<file path="src/sv/lfpe_pkg.sv">
// ----------------------------------------------------------------------------
// lfpe_pkg
// Shared types and constants of the LED frame PWM encoder.
// ----------------------------------------------------------------------------
package lfpe_pkg;

    localparam int unsigned CHAN_W      = 8;
    localparam int unsigned LEVEL_W     = 5;
    localparam int unsigned DUTY_W      = 8;
    localparam int unsigned PROD_W      = CHAN_W + LEVEL_W;
    localparam int unsigned BITS_PER_LED = 24;
    localparam int unsigned IDX_W       = 5;

    // full brightness level, and floor(x/20) as (x*3277)>>16, exact for x <= 5100
    localparam logic [LEVEL_W-1:0] FULL_LEVEL  = 5'd20;
    localparam int unsigned        RECIP_W     = 12;
    localparam logic [RECIP_W-1:0] RECIP_20    = 12'd3277;
    localparam int unsigned        RECIP_SHIFT = 16;
    localparam int unsigned        MUL_W       = 24;

    // slot indexes inside one LED
    localparam logic [IDX_W-1:0] LAST_BIT_IDX = 5'd23;
    localparam logic [IDX_W-1:0] GAP_IDX      = 5'd24;

    // register map
    localparam logic [1:0] REG_BRIGHTNESS  = 2'd0;
    localparam logic [1:0] REG_DUTY_ONE    = 2'd1;
    localparam logic [1:0] REG_DUTY_ZERO   = 2'd2;
    localparam logic [1:0] REG_RESET_SLOTS = 2'd3;

    localparam logic [LEVEL_W-1:0] RST_BRIGHTNESS  = 5'd20;
    localparam logic [DUTY_W-1:0]  RST_DUTY_ONE    = 8'd60;
    localparam logic [DUTY_W-1:0]  RST_DUTY_ZERO   = 8'd30;
    localparam logic [7:0]         RST_RESET_SLOTS = 8'd50;

    typedef logic [LEVEL_W-1:0] t_level;

    typedef struct packed {
        logic [DUTY_W-1:0] duty_one;
        logic [DUTY_W-1:0] duty_zero;
        logic [7:0]        reset_slots;
    } t_cfg;

endpackage

</file>
<file path="src/sv/lfpe_if.sv">
// ----------------------------------------------------------------------------
// lfpe_if
// Valid/ready channels of the encoder: LED color words in, slot words out.
// ----------------------------------------------------------------------------
interface lfpe_in_if;
    logic       valid;
    logic       ready;
    logic [7:0] red;
    logic [7:0] green;
    logic [7:0] blue;
    logic       last_led;

    modport source (output valid, output red, output green, output blue,
                    output last_led, input ready);
    modport sink   (input valid, input red, input green, input blue,
                    input last_led, output ready);
endinterface

interface lfpe_out_if;
    logic       valid;
    logic       ready;
    logic [7:0] duty;
    logic       gap;
    logic [7:0] gap_length;
    logic       last;

    modport source (output valid, output duty, output gap, output gap_length,
                    output last, input ready);
    modport sink   (input valid, input duty, input gap, input gap_length,
                    input last, output ready);
endinterface

</file>
<file path="src/sv/lfpe_scale_lane.sv">
// ----------------------------------------------------------------------------
// lfpe_scale_lane
// One color channel scaled by level/20: multiply, register, reciprocal divide.
// ----------------------------------------------------------------------------
module lfpe_scale_lane (
    input  logic                         i_clk,
    input  logic                         i_en1,
    input  logic                         i_en2,
    input  logic [lfpe_pkg::CHAN_W-1:0]  i_value,
    input  lfpe_pkg::t_level             i_level,
    output logic [lfpe_pkg::CHAN_W-1:0]  o_scaled
);
    import lfpe_pkg::*;

    logic [PROD_W-1:0] r_prod;
    logic [PROD_W-1:0] n_prod;
    logic [MUL_W-1:0]  w_recip;
    logic [CHAN_W-1:0] r_scaled;

    assign n_prod  = PROD_W'(i_value) * PROD_W'(i_level);
    assign w_recip = MUL_W'(r_prod) * MUL_W'(RECIP_20);

    always_ff @(posedge i_clk) begin
        if (i_en1) begin
            r_prod <= n_prod;
        end
        if (i_en2) begin
            r_scaled <= w_recip[RECIP_SHIFT +: CHAN_W];
        end
    end

    assign o_scaled = r_scaled;

endmodule

</file>
<file path="src/sv/lfpe_serializer.sv">
// ----------------------------------------------------------------------------
// lfpe_serializer
// Merges the three lane results into one GRB word and shifts it out as slots.
// ----------------------------------------------------------------------------
module lfpe_serializer (
    input  logic                  i_clk,
    input  logic                  i_rst_n,
    input  logic                  i_word_valid,
    input  logic [7:0]            i_green,
    input  logic [7:0]            i_red,
    input  logic [7:0]            i_blue,
    input  logic                  i_is_last,
    input  lfpe_pkg::t_cfg        i_cfg,
    output logic                  o_load,
    lfpe_out_if.source            o_slot
);
    import lfpe_pkg::*;

    logic [BITS_PER_LED-1:0] r_word;
    logic [IDX_W-1:0]        r_idx;
    logic                    r_busy;
    logic                    r_is_last;
    logic                    r_out_valid;
    logic [DUTY_W-1:0]       r_duty;
    logic                    r_gap;
    logic [7:0]              r_gap_length;
    logic                    r_last;

    logic w_adv;
    logic w_final;
    logic w_gap_slot;

    assign w_adv      = r_busy && (!r_out_valid || o_slot.ready);
    assign w_gap_slot = (r_idx == GAP_IDX);
    assign w_final    = r_is_last ? w_gap_slot : (r_idx == LAST_BIT_IDX);
    assign o_load     = i_word_valid && (!r_busy || (w_adv && w_final));

    // slot sequencer
    always_ff @(posedge i_clk) begin
        if (!i_rst_n) begin
            r_busy <= 1'b0;
            r_idx  <= '0;
        end else if (o_load) begin
            r_busy    <= 1'b1;
            r_idx     <= '0;
            r_word    <= {i_green, i_red, i_blue};
            r_is_last <= i_is_last;
        end else if (w_adv) begin
            if (w_final) begin
                r_busy <= 1'b0;
            end else begin
                r_idx  <= r_idx + IDX_W'(1);
                r_word <= {r_word[BITS_PER_LED-2:0], 1'b0};
            end
        end
    end

    // output register
    always_ff @(posedge i_clk) begin
        if (!i_rst_n) begin
            r_out_valid <= 1'b0;
        end else if (w_adv) begin
            r_out_valid <= 1'b1;
        end else if (o_slot.ready) begin
            r_out_valid <= 1'b0;
        end
    end

    always_ff @(posedge i_clk) begin
        if (w_adv) begin
            r_gap        <= w_gap_slot;
            r_last       <= w_final;
            r_gap_length <= w_gap_slot ? i_cfg.reset_slots : 8'd0;
            if (w_gap_slot) begin
                r_duty <= '0;
            end else begin
                r_duty <= r_word[BITS_PER_LED-1] ? i_cfg.duty_one : i_cfg.duty_zero;
            end
        end
    end

    assign o_slot.valid      = r_out_valid;
    assign o_slot.duty       = r_duty;
    assign o_slot.gap        = r_gap;
    assign o_slot.gap_length = r_gap_length;
    assign o_slot.last       = r_last;

`ifndef SYNTH
    // the gap slot is only reached for the last LED of a frame
    a_gap_needs_last: assert property (@(posedge i_clk) disable iff (!i_rst_n)
        r_busy && w_gap_slot |-> r_is_last)
        else $error("gap slot reached for an LED that is not last");

    // a gap word always closes the item and carries zero duty
    a_gap_word: assert property (@(posedge i_clk) disable iff (!i_rst_n)
        r_out_valid && r_gap |-> r_last && (r_duty == '0))
        else $error("gap word without last or with nonzero duty");

    // a new LED is loaded only when the previous one has no slots left
    a_load_clean: assert property (@(posedge i_clk) disable iff (!i_rst_n)
        o_load && r_busy |-> w_adv && w_final)
        else $error("LED word loaded while slots remain");
`endif

endmodule

</file>
<file path="src/sv/led_frame_pwm_encoder.sv">
// ----------------------------------------------------------------------------
// led_frame_pwm_encoder
// Turns LED colors into per-bit timer compare words for a one-wire LED strip.
// ----------------------------------------------------------------------------
// Each input word is one LED (red, green, blue, last_led). The three channels
// are scaled by min(brightness,20)/20 in three parallel lanes, then merged
// into a GRB word that is sent as 24 slot words, MSB first: duty_one for a one
// bit, duty_zero for a zero bit. The last LED of a frame adds a 25th word with
// gap=1 and gap_length=reset_slots. The single serializer issues one slot word
// per cycle unless the output stalls on o_slot.ready; the next LED is taken
// while the current one is still shifting out. From input accept, an LED
// passes the first and second lane stages, the serializer load and then the
// output register before its first slot word. Registers sit on an APB-style
// port at byte addresses 0, 4, 8, 12 and should be written only while idle.
// ----------------------------------------------------------------------------
module led_frame_pwm_encoder (
    input  logic        i_clk,
    input  logic        i_rst_n,
    // register port
    input  logic        psel,
    input  logic        penable,
    input  logic        pwrite,
    input  logic [3:0]  paddr,
    input  logic [31:0] pwdata,
    output logic [31:0] prdata,
    output logic        pready,
    // LED color words in, slot words out
    lfpe_in_if.sink     i_pix,
    lfpe_out_if.source  o_slot
);
    import lfpe_pkg::*;

    // configuration registers
    t_level            r_brightness;
    logic [DUTY_W-1:0] r_duty_one;
    logic [DUTY_W-1:0] r_duty_zero;
    logic [7:0]        r_reset_slots;
    logic              w_wr;
    logic [1:0]        w_reg_idx;
    t_cfg              w_cfg;

    // lane pipeline control
    logic   r_s1_valid;
    logic   r_s2_valid;
    logic   r_last1;
    logic   r_last2;
    logic   w_en1;
    logic   w_en2;
    logic   w_load;
    t_level w_level;
    logic [CHAN_W-1:0] w_red_s;
    logic [CHAN_W-1:0] w_green_s;
    logic [CHAN_W-1:0] w_blue_s;

    // register port: always ready, written on the access phase
    assign pready    = 1'b1;
    assign w_reg_idx = paddr[3:2];
    assign w_wr      = psel && penable && pwrite;

    always_ff @(posedge i_clk) begin
        if (!i_rst_n) begin
            r_brightness  <= RST_BRIGHTNESS;
            r_duty_one    <= RST_DUTY_ONE;
            r_duty_zero   <= RST_DUTY_ZERO;
            r_reset_slots <= RST_RESET_SLOTS;
        end else if (w_wr) begin
            case (w_reg_idx)
                REG_BRIGHTNESS:  r_brightness  <= pwdata[LEVEL_W-1:0];
                REG_DUTY_ONE:    r_duty_one    <= pwdata[DUTY_W-1:0];
                REG_DUTY_ZERO:   r_duty_zero   <= pwdata[DUTY_W-1:0];
                REG_RESET_SLOTS: r_reset_slots <= pwdata[7:0];
                default: ;
            endcase
        end
    end

    always_comb begin
        case (w_reg_idx)
            REG_BRIGHTNESS:  prdata = 32'(r_brightness);
            REG_DUTY_ONE:    prdata = 32'(r_duty_one);
            REG_DUTY_ZERO:   prdata = 32'(r_duty_zero);
            REG_RESET_SLOTS: prdata = 32'(r_reset_slots);
            default:         prdata = '0;
        endcase
    end

    assign w_cfg.duty_one    = r_duty_one;
    assign w_cfg.duty_zero   = r_duty_zero;
    assign w_cfg.reset_slots = r_reset_slots;

    // anything above full level acts as full level
    assign w_level = (r_brightness > FULL_LEVEL) ? FULL_LEVEL : r_brightness;

    // two-stage lane pipeline; a stage moves when the next one is free or moving
    assign w_en2       = r_s1_valid && (!r_s2_valid || w_load);
    assign i_pix.ready = !r_s1_valid || w_en2;
    assign w_en1       = i_pix.valid && i_pix.ready;

    always_ff @(posedge i_clk) begin
        if (!i_rst_n) begin
            r_s1_valid <= 1'b0;
            r_s2_valid <= 1'b0;
        end else begin
            if (w_en1) begin
                r_s1_valid <= 1'b1;
            end else if (w_en2) begin
                r_s1_valid <= 1'b0;
            end
            if (w_en2) begin
                r_s2_valid <= 1'b1;
            end else if (w_load) begin
                r_s2_valid <= 1'b0;
            end
        end
    end

    // last-LED flag follows the lanes
    always_ff @(posedge i_clk) begin
        if (w_en1) begin
            r_last1 <= i_pix.last_led;
        end
        if (w_en2) begin
            r_last2 <= r_last1;
        end
    end

    lfpe_scale_lane u_lane_red (
        .i_clk    (i_clk),
        .i_en1    (w_en1),
        .i_en2    (w_en2),
        .i_value  (i_pix.red),
        .i_level  (w_level),
        .o_scaled (w_red_s)
    );

    lfpe_scale_lane u_lane_green (
        .i_clk    (i_clk),
        .i_en1    (w_en1),
        .i_en2    (w_en2),
        .i_value  (i_pix.green),
        .i_level  (w_level),
        .o_scaled (w_green_s)
    );

    lfpe_scale_lane u_lane_blue (
        .i_clk    (i_clk),
        .i_en1    (w_en1),
        .i_en2    (w_en2),
        .i_value  (i_pix.blue),
        .i_level  (w_level),
        .o_scaled (w_blue_s)
    );

    // merge into GRB order and serialize
    lfpe_serializer u_ser (
        .i_clk        (i_clk),
        .i_rst_n      (i_rst_n),
        .i_word_valid (r_s2_valid),
        .i_green      (w_green_s),
        .i_red        (w_red_s),
        .i_blue       (w_blue_s),
        .i_is_last    (r_last2),
        .i_cfg        (w_cfg),
        .o_load       (w_load),
        .o_slot       (o_slot)
    );

endmodule
</file>
<file path="src/flat_wrapper.sv">
// flat-port wrapper written by rule: the top's interface ports become plain ports
module led_frame_pwm_encoder_flat import lfpe_pkg::*;
  (i_clk, i_rst_n, psel, penable, pwrite, paddr, pwdata, prdata, pready, i_pix_valid, i_pix_red, i_pix_green, i_pix_blue, i_pix_last_led, i_pix_ready, o_slot_valid, o_slot_duty, o_slot_gap, o_slot_gap_length, o_slot_last, o_slot_ready);
  lfpe_in_if i_pix_i ();
  lfpe_out_if o_slot_i ();
  input  logic i_clk;
  input  logic i_rst_n;
  input  logic psel;
  input  logic penable;
  input  logic pwrite;
  input  logic [3:0] paddr;
  input  logic [31:0] pwdata;
  output logic [31:0] prdata;
  output logic pready;
  input wire logic [$bits(i_pix_i.valid)-1:0] i_pix_valid;
  input wire logic [$bits(i_pix_i.red)-1:0] i_pix_red;
  input wire logic [$bits(i_pix_i.green)-1:0] i_pix_green;
  input wire logic [$bits(i_pix_i.blue)-1:0] i_pix_blue;
  input wire logic [$bits(i_pix_i.last_led)-1:0] i_pix_last_led;
  output wire logic [$bits(i_pix_i.ready)-1:0] i_pix_ready;
  output wire logic [$bits(o_slot_i.valid)-1:0] o_slot_valid;
  output wire logic [$bits(o_slot_i.duty)-1:0] o_slot_duty;
  output wire logic [$bits(o_slot_i.gap)-1:0] o_slot_gap;
  output wire logic [$bits(o_slot_i.gap_length)-1:0] o_slot_gap_length;
  output wire logic [$bits(o_slot_i.last)-1:0] o_slot_last;
  input wire logic [$bits(o_slot_i.ready)-1:0] o_slot_ready;
  assign i_pix_i.valid = i_pix_valid;
  assign i_pix_i.red = i_pix_red;
  assign i_pix_i.green = i_pix_green;
  assign i_pix_i.blue = i_pix_blue;
  assign i_pix_i.last_led = i_pix_last_led;
  assign i_pix_ready = i_pix_i.ready;
  assign o_slot_valid = o_slot_i.valid;
  assign o_slot_duty = o_slot_i.duty;
  assign o_slot_gap = o_slot_i.gap;
  assign o_slot_gap_length = o_slot_i.gap_length;
  assign o_slot_last = o_slot_i.last;
  assign o_slot_i.ready = o_slot_ready;
  led_frame_pwm_encoder u_core (.i_clk(i_clk), .i_rst_n(i_rst_n), .psel(psel), .penable(penable), .pwrite(pwrite), .paddr(paddr), .pwdata(pwdata), .prdata(prdata), .pready(pready), .i_pix(i_pix_i), .o_slot(o_slot_i));
endmodule
</file>
<file path="config.mk">
export PLATFORM = sky130hd
export DESIGN_NAME = led_frame_pwm_encoder_flat
export DESIGN_NICKNAME = d
export VERILOG_FILES = /design/src/sv/lfpe_pkg.sv /design/src/sv/lfpe_if.sv /design/src/sv/lfpe_scale_lane.sv /design/src/sv/lfpe_serializer.sv /design/src/sv/led_frame_pwm_encoder.sv /design/src/flat_wrapper.sv
export SDC_FILE = /design/constraint.sdc
export NUM_CORES = 1
export LEC_CHECK = 0
export ABC_AREA = 1
export BUFFER_PORTS_ARGS = -buffer_cell sky130_fd_sc_hd__clkbuf_2
export CORE_MARGIN = 2
export CORE_UTILIZATION = 50
export CTS_BUF_LIST = sky130_fd_sc_hd__clkbuf_16
export DETAILED_ROUTE_END_ITERATION = 10
export GPL_TIMING_DRIVEN = 0
export PLACE_DENSITY = 0.68
export SYNTH_ARGS = -nofsm -noshare
export SYNTH_HDL_FRONTEND = slang
export SYNTH_HIERARCHICAL = 1
export SYNTH_SLANG_ARGS = --single-unit
</file>
<file path="constraint.sdc">
create_clock -name i_clk -period 6.2 [get_ports i_clk]
set_clock_uncertainty 0.05 [all_clocks]
set_input_delay 0.62 -clock i_clk [delete_from_list [all_inputs] [get_ports i_clk]]
set_output_delay 0.62 -clock i_clk [all_outputs]
set_load 0.05 [all_outputs]
</file>
==> impl_metrics.json, run 1 <==
{
  "outcome": "finished with violations",
  "violations": "capacitance limit, slew limit",
  "synth_edf_count": 108,
  "diodes": 0,
  "grt_max_degree": 41,
  "clkTransAtPathRegs_ps": 70,
  "antenna_found_initial": 1,
  "die_area_um2": 39500,
  "hold_class": "input port to flip-flop",
  "cp.arrival_ps": 4870,
  "crit_top_cell": "nand2_1",
  "synthAdderAreaFrac_pct": 40.3,
  "synthXorXnorAreaFrac_pct": 1.80,
  "fin_crit_ps": 4740,
  "path_cells": "o21ai_0 -> nand2_1 -> a21boi_0 -> clkbuf_1 -> nand2_1 -> fa_1 -> fa_1 -> inv_1 -> ha_1 -> a21oi_2 -> nand2_2 -> nand3_2 -> nand2_2 -> nand3_1 -> nand2_1 -> xor2_1",
  "yosysSeqAreaShare_pct": 21.1,
  "fp.dieH_um": 199,
  "ys_ff_latch": 146,
  "synth_top_area_share_pct": 21.3,
  "netlist_area_um2": 18900,
  "rsz0062_at_grt": "false",
  "io_buffers": 69,
  "synth.area.top_cells": "ha_1 (21%), fa_1 (19%), edfxtp_1 (17%), nand2_1 (11%), inv_1 (9.7%)",
  "ctsHoldBuffers": 0,
  "root_buffer": "clkbuf_16",
  "crit_slowest_cell": "a21boi_0",
  "cap_violations": 1,
  "post-route-period-util_pct": 76.5,
  "cts_buffers": 17,
  "wirelength_um": 37900,
  "hpwlAfterDp_um": 32100,
  "track_usage_pct": 20.2,
  "hold_viol_final": 0,
  "final_common_cell": "nand2_1",
  "dp_cells": 2893,
  "synth.distinct_cells": 42,
  "end_kind": "flip-flop",
  "grt.overflow.total": 0,
  "clkLatencyLatePin_ps": 440,
  "crit_path_start_kind": "flip-flop",
  "async_reset_ff_share_pct": 0,
  "required_ps": 6330,
  "ctsResizeCount": 0,
  "yosys_warnings": 6,
  "cts_tree": "yes",
  "wire_per_inst_um": 12.9,
  "fp.dieW_um": 199,
  "drive_above_1_share_pct": 8.53,
  "fin_tns_setup_ps": 0,
  "synth-simple-area-share_pct": 20.1,
  "nFillCells": 3521,
  "critPathMaxFanout": 8,
  "htreeDepth": 4,
  "maxSlewViolCount": 4,
  "clk_path_buf_depth": 2,
  "remaining_drc_errors": 0,
  "final_cell_mix": "nand2_1 (557), inv_1 (488), ha_1 (323)",
  "stdcell_count": 2925,
  "coreArea_um2": 37500,
  "syn_avg_cell_area_um2": 8.28,
  "crit_buf_inv": 2,
  "synthMuxAreaShare_pct": 0,
  "initial_core_util_pct": 50.5,
  "viasPerCell": 4.90,
  "ys_dominant_reg_cell": "edfxtp_1",
  "cts_setup_buffers": 0,
  "slew_headroom_pct": -3.69,
  "rows": 71,
  "drt_iter0_drc": 551,
  "fmax_mhz": 211,
  "synth_top_cell_by_area": "ha_1",
  "path_class": "flip-flop to flip-flop",
  "io_pins": 121,
  "setup_viol": 0,
  "grt_pass1_wl_um": 65200,
  "tightestPinTransition_ps": 1540,
  "cpPeakStageDelay_ps": 1170,
  "gp_congestion": 0.896,
  "synth_cells": 2288,
  "cp_top_family": "compound AO/OA/AOI/OAI gates",
  "cts_sinks": 146,
  "synth_compound_area_share_pct": 4.70,
  "areaGrowthSynthToFinish_pct": 9.08,
  "first_global_vias": 14473,
  "vias": 14325,
  "fin_nets": 2972,
  "first_pass_iters": 5,
  "ant_nets": 0,
  "synth_top_family_by_area": "adder cells"
}
==> registers in the layout (all words and copies together) (netlist names), 13 cells and up <==
register,count
u_core/u_lane_blue/r_prod,13
u_core/u_lane_red/r_prod,13
u_core/u_ser/r_word,24
u_core/u_lane_green/r_prod,13
==> area by class of cell <==
cell class                      instances  area (µm²)  area share [%]
Buffer                                 57         358            1.73
Clock buffer                           17         425            2.06
Clock inverter                         15         186           0.902
Inverter                              504        1890            9.16
Multi-Input combinational cell       1604       12800            61.9
Sequential cell                       146        4000            19.4
Tap cell                              511         639            3.09
Timing Repair Buffer                   71         375            1.82
==> metrics by stage <==
step           cell area, µm²  setup slack (ps)  util (%)  hold slack, ps
2_1_floorplan           19000              1880         -             350
3_3_place_gp            20000              1120      53.4             357
3_5_place_dp            20100              1510      53.5             357
4_1_cts                 20700              1510      55.1             326
5_1_grt                 20700              1260      55.1             324
6_report                20700              1460      55.1             344
==> path summary, 6_finish.rpt <==
kind,slack (ps),from,to,depth (start not counted)
max,1460,u_core/r_brightness[0],u_core/u_lane_blue/r_prod[9],16
min,340,i_pix_last_led,u_core/r_last1,1
max reg2reg,1460,u_core/r_brightness[0],u_core/u_lane_blue/r_prod[9],16
min reg2reg,370,u_core/r_last2,u_core/u_ser/r_is_last,0
==> routing by layer <==
metal / up-vias / GRT usage, % / part of all wire (%)
li1: 7343 / - / -
met1: 6702 / 26.0 / 46
met2: 242 / 36.0 / 48
met3: 38 / 2.66 / 4.0
met4: 0 / 4.64 / 1.5
met5: - / 0 / 0
==> cells by family after synthesis <==
kind of cell,Yosys count
compound gates,151
simple gates,886
other cells,2
flops,146
fa+ha+maj,503
xor+xnor,39
buf+inv,561
==> cells in the mapped netlist (6+ instances only) <==
library cell / instances
nor3_2: 6
a211oi_1: 6
inv_2: 11
a21oi_1: 75
a21boi_0: 6
xnor2_1: 9
nand4_1: 25
o21ai_0: 18
nand2_4: 6
o21ai_1: 9
a21o_1: 9
nand3_1: 113
xor2_1: 30
buf_4: 29
nor3_1: 8
nor2_1: 135
inv_1: 489
o21bai_1: 12
fa_1: 180
nand2_2: 12
edfxtp_1: 108
nand2_1: 557
dfxtp_1: 38
ha_1: 323
clkbuf_1: 19
Power of run 1 is not shown: default switching activity piles up to over one toggle a cycle in this logic, so the estimate is an artifact.
==> inputs of run 2 (changes only) <==
Settings changed: ABC_AREA 1 to 0.
Clock period 6.2 ns to 4.5 ns, I/O delays scaled along.
==> run 2 against run 1 <==
  * Largest cell class unchanged
  * Design area is 0.24% higher
  * Flip-flop and latch count stayed put
  * The run ends with setup timing left
  * Synthesized area is 6.1% lower
  * Synthesized cell count is 25% lower
  * Worst setup slack worse by 1600 ps
  * Via count is 15% lower
==> impl_metrics.json, run 2 <==
{
  "critPathMaxFanout": 3,
  "maxSlewViolCount": 0,
  "io_buffers": 69,
  "cts_tree": "yes",
  "fin_crit_ps": 4650,
  "nFillCells": 2918,
  "required_ps": 4630,
  "largest_register_ffs": 24,
  "root_buffer": "clkbuf_16",
  "tightestPinTransition_ps": 1130,
  "syn_avg_cell_area_um2": 10.4,
  "hold_viol_final": 0,
  "ctsHoldBuffers": 0,
  "die_area_um2": 37100,
  "crit_path_start_kind": "flip-flop",
  "timing.rr.start": "u_core/u_lane_blue/r_prod[2]",
  "clkTransAtPathRegs_ps": 60,
  "synthAdderAreaFrac_pct": 43.0,
  "areaGrowthSynthToFinish_pct": 16.5,
  "synth.distinct_cells": 87,
  "io_pins": 121,
  "violations": "setup timing",
  "wire_per_inst_um": 15.6,
  "cp.arrival_ps": 4780,
  "outcome": "finished with violations",
  "wl_met1_um": 16600,
  "end_kind": "flip-flop",
  "yosysSeqAreaShare_pct": 22.5,
  "setup_viol": 7,
  "initial_core_util_pct": 50.4,
  "async_reset_ff_share_pct": 0,
  "clkLatencyLatePin_ps": 430,
  "clk_path_buf_depth": 2,
  "synth_most_common_cell": "inv_1",
  "gp_congestion": 0.868,
  "fp.dieW_um": 193,
  "wl_met2_um": 18500,
  "post-route-period-util_pct": 103,
  "hpwlAfterDp_um": 27800,
  "synth-simple-area-share_pct": 10.5,
  "startpoint": "u_core/u_lane_blue/r_prod[2]",
  "hold_start": "i_pix_last_led",
  "final_common_cell": "inv_1",
  "diodes": 0,
  "track_usage_pct": 20.5,
  "fmax_mhz": 215,
  "synth_edf_count": 108,
  "rsz0062_at_grt": "true",
  "ys_dominant_reg_cell": "edfxtp_1",
  "top_layer": "met4",
  "grt.overflow.total": 0,
  "path_class": "flip-flop to flip-flop",
  "yosys_warnings": 6,
  "viasPerCell": 5.16,
  "coreArea_um2": 35300,
  "regMostFlops": "u_core/u_ser/r_word",
  "first_global_vias": 12730,
  "drt_iter0_drc": 388,
  "remaining_drc_errors": 0,
  "synth_top_cell_by_area": "ha_1",
  "drive_above_1_share_pct": 18.8,
  "worst_slack_ps": -153,
  "grt_max_degree": 28,
  "netlist_area_um2": 17800,
  "vias": 12233,
  "htreeDepth": 4,
  "placedInstanceArea_um2": 18900,
  "synth.top_cells.by_count": "inv_1 (343), ha_1 (323), fa_1 (180)",
  "fin_nets": 2467,
  "rows": 69,
  "cap_violations": 0,
  "synth_cells": 1709,
  "grt_pass1_wl_um": 60600,
  "slew_headroom_pct": 24.8,
  "fp.dieH_um": 193,
  "cts_buffers": 17,
  "ys_ff_latch": 146,
  "hold_class": "input port to flip-flop",
  "antenna_found_initial": 0,
  "final_cell_area_um2": 20700,
  "synth.area.top_cells": "ha_1 (23%), fa_1 (20%), edfxtp_1 (18%), inv_1 (7.2%), dfxtp_1 (4.3%)",
  "synth_top_family_by_area": "adder cells",
  "wirelength_um": 37100,
  "synth_top_area_share_pct": 22.7,
  "synthMuxAreaShare_pct": 4.71,
  "ant_nets": 0,
  "cts_sinks": 146,
  "synthXorXnorAreaFrac_pct": 2.88,
  "first_pass_iters": 5,
  "fin_tns_setup_ps": -412,
  "final_cell_mix": "inv_1 (321), ha_1 (286), fa_1 (176)",
  "synth_compound_area_share_pct": 7.49,
  "met3WireLength_um": 1120
}
run 2: changes by cell type in the layout (fill, tap and decap cells not counted), moves of 72 or more:
cell | previous run | this run
nand2_1 | 557 | 116
inv_1 | 488 | 321
nor2_1 | 135 | 33
nand3_1 | 113 | 20
and2_1 | 0 | 78
buf_4 | 29 | 101
run 2: through the flow:
step           cells  util, %  hold WS (ps)  worst slack [ps]
2_1_floorplan   1732        -           350            0.0528
3_3_place_gp    2262     53.4           352              -645
3_5_place_dp    2264     53.5           357              -722
4_1_cts         2355     57.4           137              -116
5_1_grt         2370     58.7           141              -244
6_report        2370     58.7           154              -153
run 2: repair_timing:
action,in CTS,in global routing
resized for setup,64,71
pin swaps,47,46
gates cloned,2,0
hold endpoints to repair,0,0
endpoints found under the setup margin,38,26
buffers inserted,58,18
run 2: cell type report:
type	count	area, µm²	share of cell area, %
Clock buffer	17	425	2.05
Inverter	344	1290	6.23
Clock inverter	15	144	0.695
Sequential cell	146	4010	19.4
Timing Repair Buffer	145	947	4.57
Multi-Input combinational cell	1200	13000	62.9
Buffer	42	285	1.38
Tap cell	461	577	2.78
run 2: path summary, 6_finish.rpt:
path,endpoint,slack [ps],depth (start not counted)
max,u_core/u_lane_blue/o_scaled[4],-150,15
min,u_core/r_last1,150,1
max reg2reg,u_core/u_lane_blue/o_scaled[4],-150,15
min reg2reg,u_core/r_last2,360,0
run 2: cell families after synthesis:
group           after synthesis
fa+ha+maj                   503
buf+inv                     388
simple gates                358
compound gates              181
flops                       146
mux                          74
xor+xnor                     57
other cells                   2
run 2: routing by layer:
layer | up-vias | global-route usage (%)
li1 | 6015 | -
met1 | 5983 | 26.5
met2 | 185 | 36.1
met3 | 50 | 2.67
met4 | 0 | 5.78
met5 | - | 0
run 2: critical path, cell delays in order (launching register included):
cell      delay (ps)
edfxtp_1         470
buf_6            170
ha_4             220
xor2_2           140
ha_1             320
fa_1             510
fa_1             570
inv_2             40
fa_1             550
inv_2             50
ha_4             260
o21a_4           130
o211ai_2          80
a21o_1           170
or4b_1           480
and4_1           200
Power of run 2 is left out for the same reason.
==> inputs of run 3 (changes only) <==
Settings changed: BUFFER_PORTS_ARGS -buffer_cell sky130_fd_sc_hd__clkbuf_2 to -buffer_cell sky130_fd_sc_hd__buf_2, CELL_PAD_IN_SITES_DETAIL_PLACEMENT from default to 1, CELL_PAD_IN_SITES_GLOBAL_PLACEMENT from default to 2, CORE_UTILIZATION 50 to 42, PLACE_DENSITY 0.68 to default, PLACE_DENSITY_LB_ADDON from default to 0.1, SYNTH_HIERARCHICAL 1 to default.
==> run 3 against run 2 <==
  * The run still ends with setup timing left
  * Via count down 5.0%
  * Maximum frequency down 4.9%
  * Synthesized area down 3.6%
  * Synthesized cell count down 4.4%
  * Wire length up 6.3%
  * Worst hold slack worse by 12 ps
  * Global-route usage down 1.3 points
==> impl_metrics.json, run 3 <==
{
  "crit_slowest_cell": "edfxtp_1",
  "vdd_drop_max_uv": 500,
  "final_common_cell": "inv_1",
  "async_reset_ff_share_pct": 0,
  "path_cells": "ha_4 -> inv_2 -> fa_1 -> inv_1 -> fa_1 -> fa_1 -> inv_2 -> fa_1 -> inv_2 -> ha_4 -> o21ai_2 -> nand2_2 -> o21ai_4 -> o31a_4 -> buf_4 -> buf_6 -> buf_6 -> buf_6 -> buf_6 -> buf_6 -> xnor2_2",
  "root_buffer": "clkbuf_16",
  "switching_share_pct": 44.7,
  "wire_per_inst_um": 16.6,
  "fin_crit_ps": 4890,
  "power_density_nw_per_um2": 765,
  "hpwlAfterDp_um": 31900,
  "p_int_mw": 8.51,
  "final_cell_mix": "inv_1 (331), ha_1 (297), fa_1 (179)",
  "fp.dieH_um": 206,
  "remaining_drc_errors": 0,
  "path_class": "flip-flop to flip-flop",
  "setup_viol": 12,
  "cts_sinks": 146,
  "synth.top_cells.by_count": "inv_1 (344), ha_1 (323), fa_1 (180)",
  "violations": "setup timing",
  "fin_nets": 2390,
  "track_usage_pct": 19.2,
  "maxSlewViolCount": 0,
  "vias": 11627,
  "synth.area.top_cells": "ha_1 (24%), fa_1 (21%), edfxtp_1 (19%), inv_1 (7.5%), dfxtp_1 (4.4%)",
  "outcome": "finished with violations",
  "areaGrowthSynthToFinish_pct": 17.4,
  "cts_tree": "yes",
  "clkTransAtPathRegs_ps": 70,
  "critPathMaxFanout": 3,
  "rows": 74,
  "fp.dieW_um": 206,
  "post-route-period-util_pct": 109,
  "viasPerCell": 4.91,
  "coreArea_um2": 40600,
  "clkLatencyLatePin_ps": 440,
  "gp_congestion": 0.790,
  "syn_avg_cell_area_um2": 10.5,
  "power_mw": 15.4,
  "synth_cells": 1633,
  "ys_ff_latch": 146,
  "hold_class": "input port to flip-flop",
  "grt_pass1_wl_um": 63800,
  "first_pass_iters": 4,
  "regMostFlops": "u_core.u_ser.r_word",
  "htreeDepth": 4,
  "p_seq_share_pct": 13.7,
  "fmax_mhz": 204,
  "worst_slack_ps": -392,
  "drt_iter0_drc": 348,
  "required_ps": 4640,
  "cts_buffers": 17,
  "cpPeakStageDelay_ps": 530,
  "hold_viol_final": 0,
  "slew_headroom_pct": 12.8,
  "cap_violations": 0,
  "synth.distinct_cells": 61,
  "grt_max_degree": 28,
  "placedInstanceArea_um2": 18300,
  "tightestPinTransition_ps": 1310,
  "ys_dominant_reg_cell": "edfxtp_1",
  "yosys_warnings": 0,
  "wirelength_um": 39400,
  "synth_most_common_cell": "inv_1",
  "yosysSeqAreaShare_pct": 23.4,
  "crit_path_start_kind": "flip-flop",
  "antenna_found_initial": 5,
  "end_kind": "flip-flop",
  "ant_nets": 0,
  "power_switching_mw": 6.89,
  "largest_register_ffs": 24,
  "synth_edf_count": 108,
  "synth_top_cell_by_area": "ha_1",
  "ff_latch_area_um2": 4010,
  "io_buffers": 68,
  "comb_power_share_pct": 76.6,
  "rsz0062_at_grt": "true",
  "multi_input_area_um2": 12200,
  "crit_top_cell": "buf_6",
  "cp.arrival_ps": 5040,
  "die_area_um2": 42400,
  "first_global_vias": 12479,
  "ctsHoldBuffers": 0,
  "pwr-share-clk_pct": 9.7,
  "final_cell_area_um2": 20100,
  "nFillCells": 4518,
  "io_pins": 121,
  "synth_top_area_share_pct": 23.6,
  "drive_above_1_share_pct": 18.8,
  "initial_core_util_pct": 42.3,
  "netlist_area_um2": 17100,
  "clk_path_buf_depth": 2,
  "grt.overflow.total": 0,
  "static-leakage-power_nw": 10.0
}
run 3: kinds of logic (layout without fill, tap and decap cells):
logic type               after synthesis  count (layout)  synth area share, %
flip-flops                           146             146                 23.4
buffers and inverters                398             574                 9.40
AND/OR/NAND/NOR                      312             312                 9.40
adder cells (fa/ha/maj)              503             503                 44.6
AO/OA/AOI/OAI                        158             158                 6.41
multiplexers                          53              53                 3.66
other                                  2              28               0.0438
XOR/XNOR                              61              61                 3.12
run 3: critical path, delay by kind of cell, from the launching register on:
family,cells,cell delay [ps]
adder cells (fa/ha/maj),6,2550
buffers and inverters,10,840
flip-flops,1,530
AO/OA/AOI/OAI,3,480
XOR/XNOR,1,110
AND/OR/NAND/NOR,1,70
run 3: final cells by class:
cell class	instances	area share [%]
Antenna cell	3	0.0373
Buffer	54	1.80
Clock buffer	17	2.11
Clock inverter	15	0.889
Inverter	344	6.42
Multi-Input combinational cell	1112	60.6
Sequential cell	146	19.9
Tap cell	532	3.31
Timing Repair Buffer	144	4.95
run 3: worst paths after layout:
path | cells past startpoint | slack (ps) | from | end
worst max-delay path | 21 | -390 | u_core.u_lane_blue.r_prod[2] | u_core.u_lane_blue.o_scaled[2]
worst min-delay path | 1 | 140 | i_pix_last_led | u_core.r_last1
worst max register to register | 21 | -390 | u_core.u_lane_blue.r_prod[2] | u_core.u_lane_blue.o_scaled[2]
worst min register to register | 0 | 370 | u_core.r_last1 | u_core.r_last2
run 3: what timing repair did:
item	CTS	global route
resized for setup	78	63
pin swaps	26	23
setup buffers	49	26
endpoints found under the setup margin	38	28
run 3: power by group through the flow:
stage,clock [mW],sequential [mW],combinational (mW)
6_report,1.49,2.11,11.8
3_3_place_gp,0,2.17,9.11
4_1_cts,1.54,2.12,10.7
2_1_floorplan,0,2.12,7.20
5_1_grt,1.58,2.14,13.5
3_5_place_dp,0,2.17,9.31
run 3: stage by stage:
step | hold WS (ps) | cells | worst slack [ps] | setup TNS (ps) | utilization (%)
6_report | 142 | 2367 | -392 | -2450 | 49.6
5_1_grt | 125 | 2366 | -579 | -5620 | 49.6
4_1_cts | 121 | 2340 | -305 | -1740 | 48.5
3_5_place_dp | 356 | 2259 | -659 | -11140 | 45.2
3_3_place_gp | 354 | 2256 | -723 | -37130 | 45.0
2_1_floorplan | 350 | 1656 | 1.28 | 0 | -
run 3: per-layer routing:
metal  global-route usage, %  share of wire, %  up-vias
met5                       0             0.069        -
met4                    4.46               1.5        4
met3                    2.78               2.1       33
met2                    32.5                49       90
met1                    26.0                47     5809
li1                        -                 -     5691
Note: power is estimated with default switching activity, not from simulation.
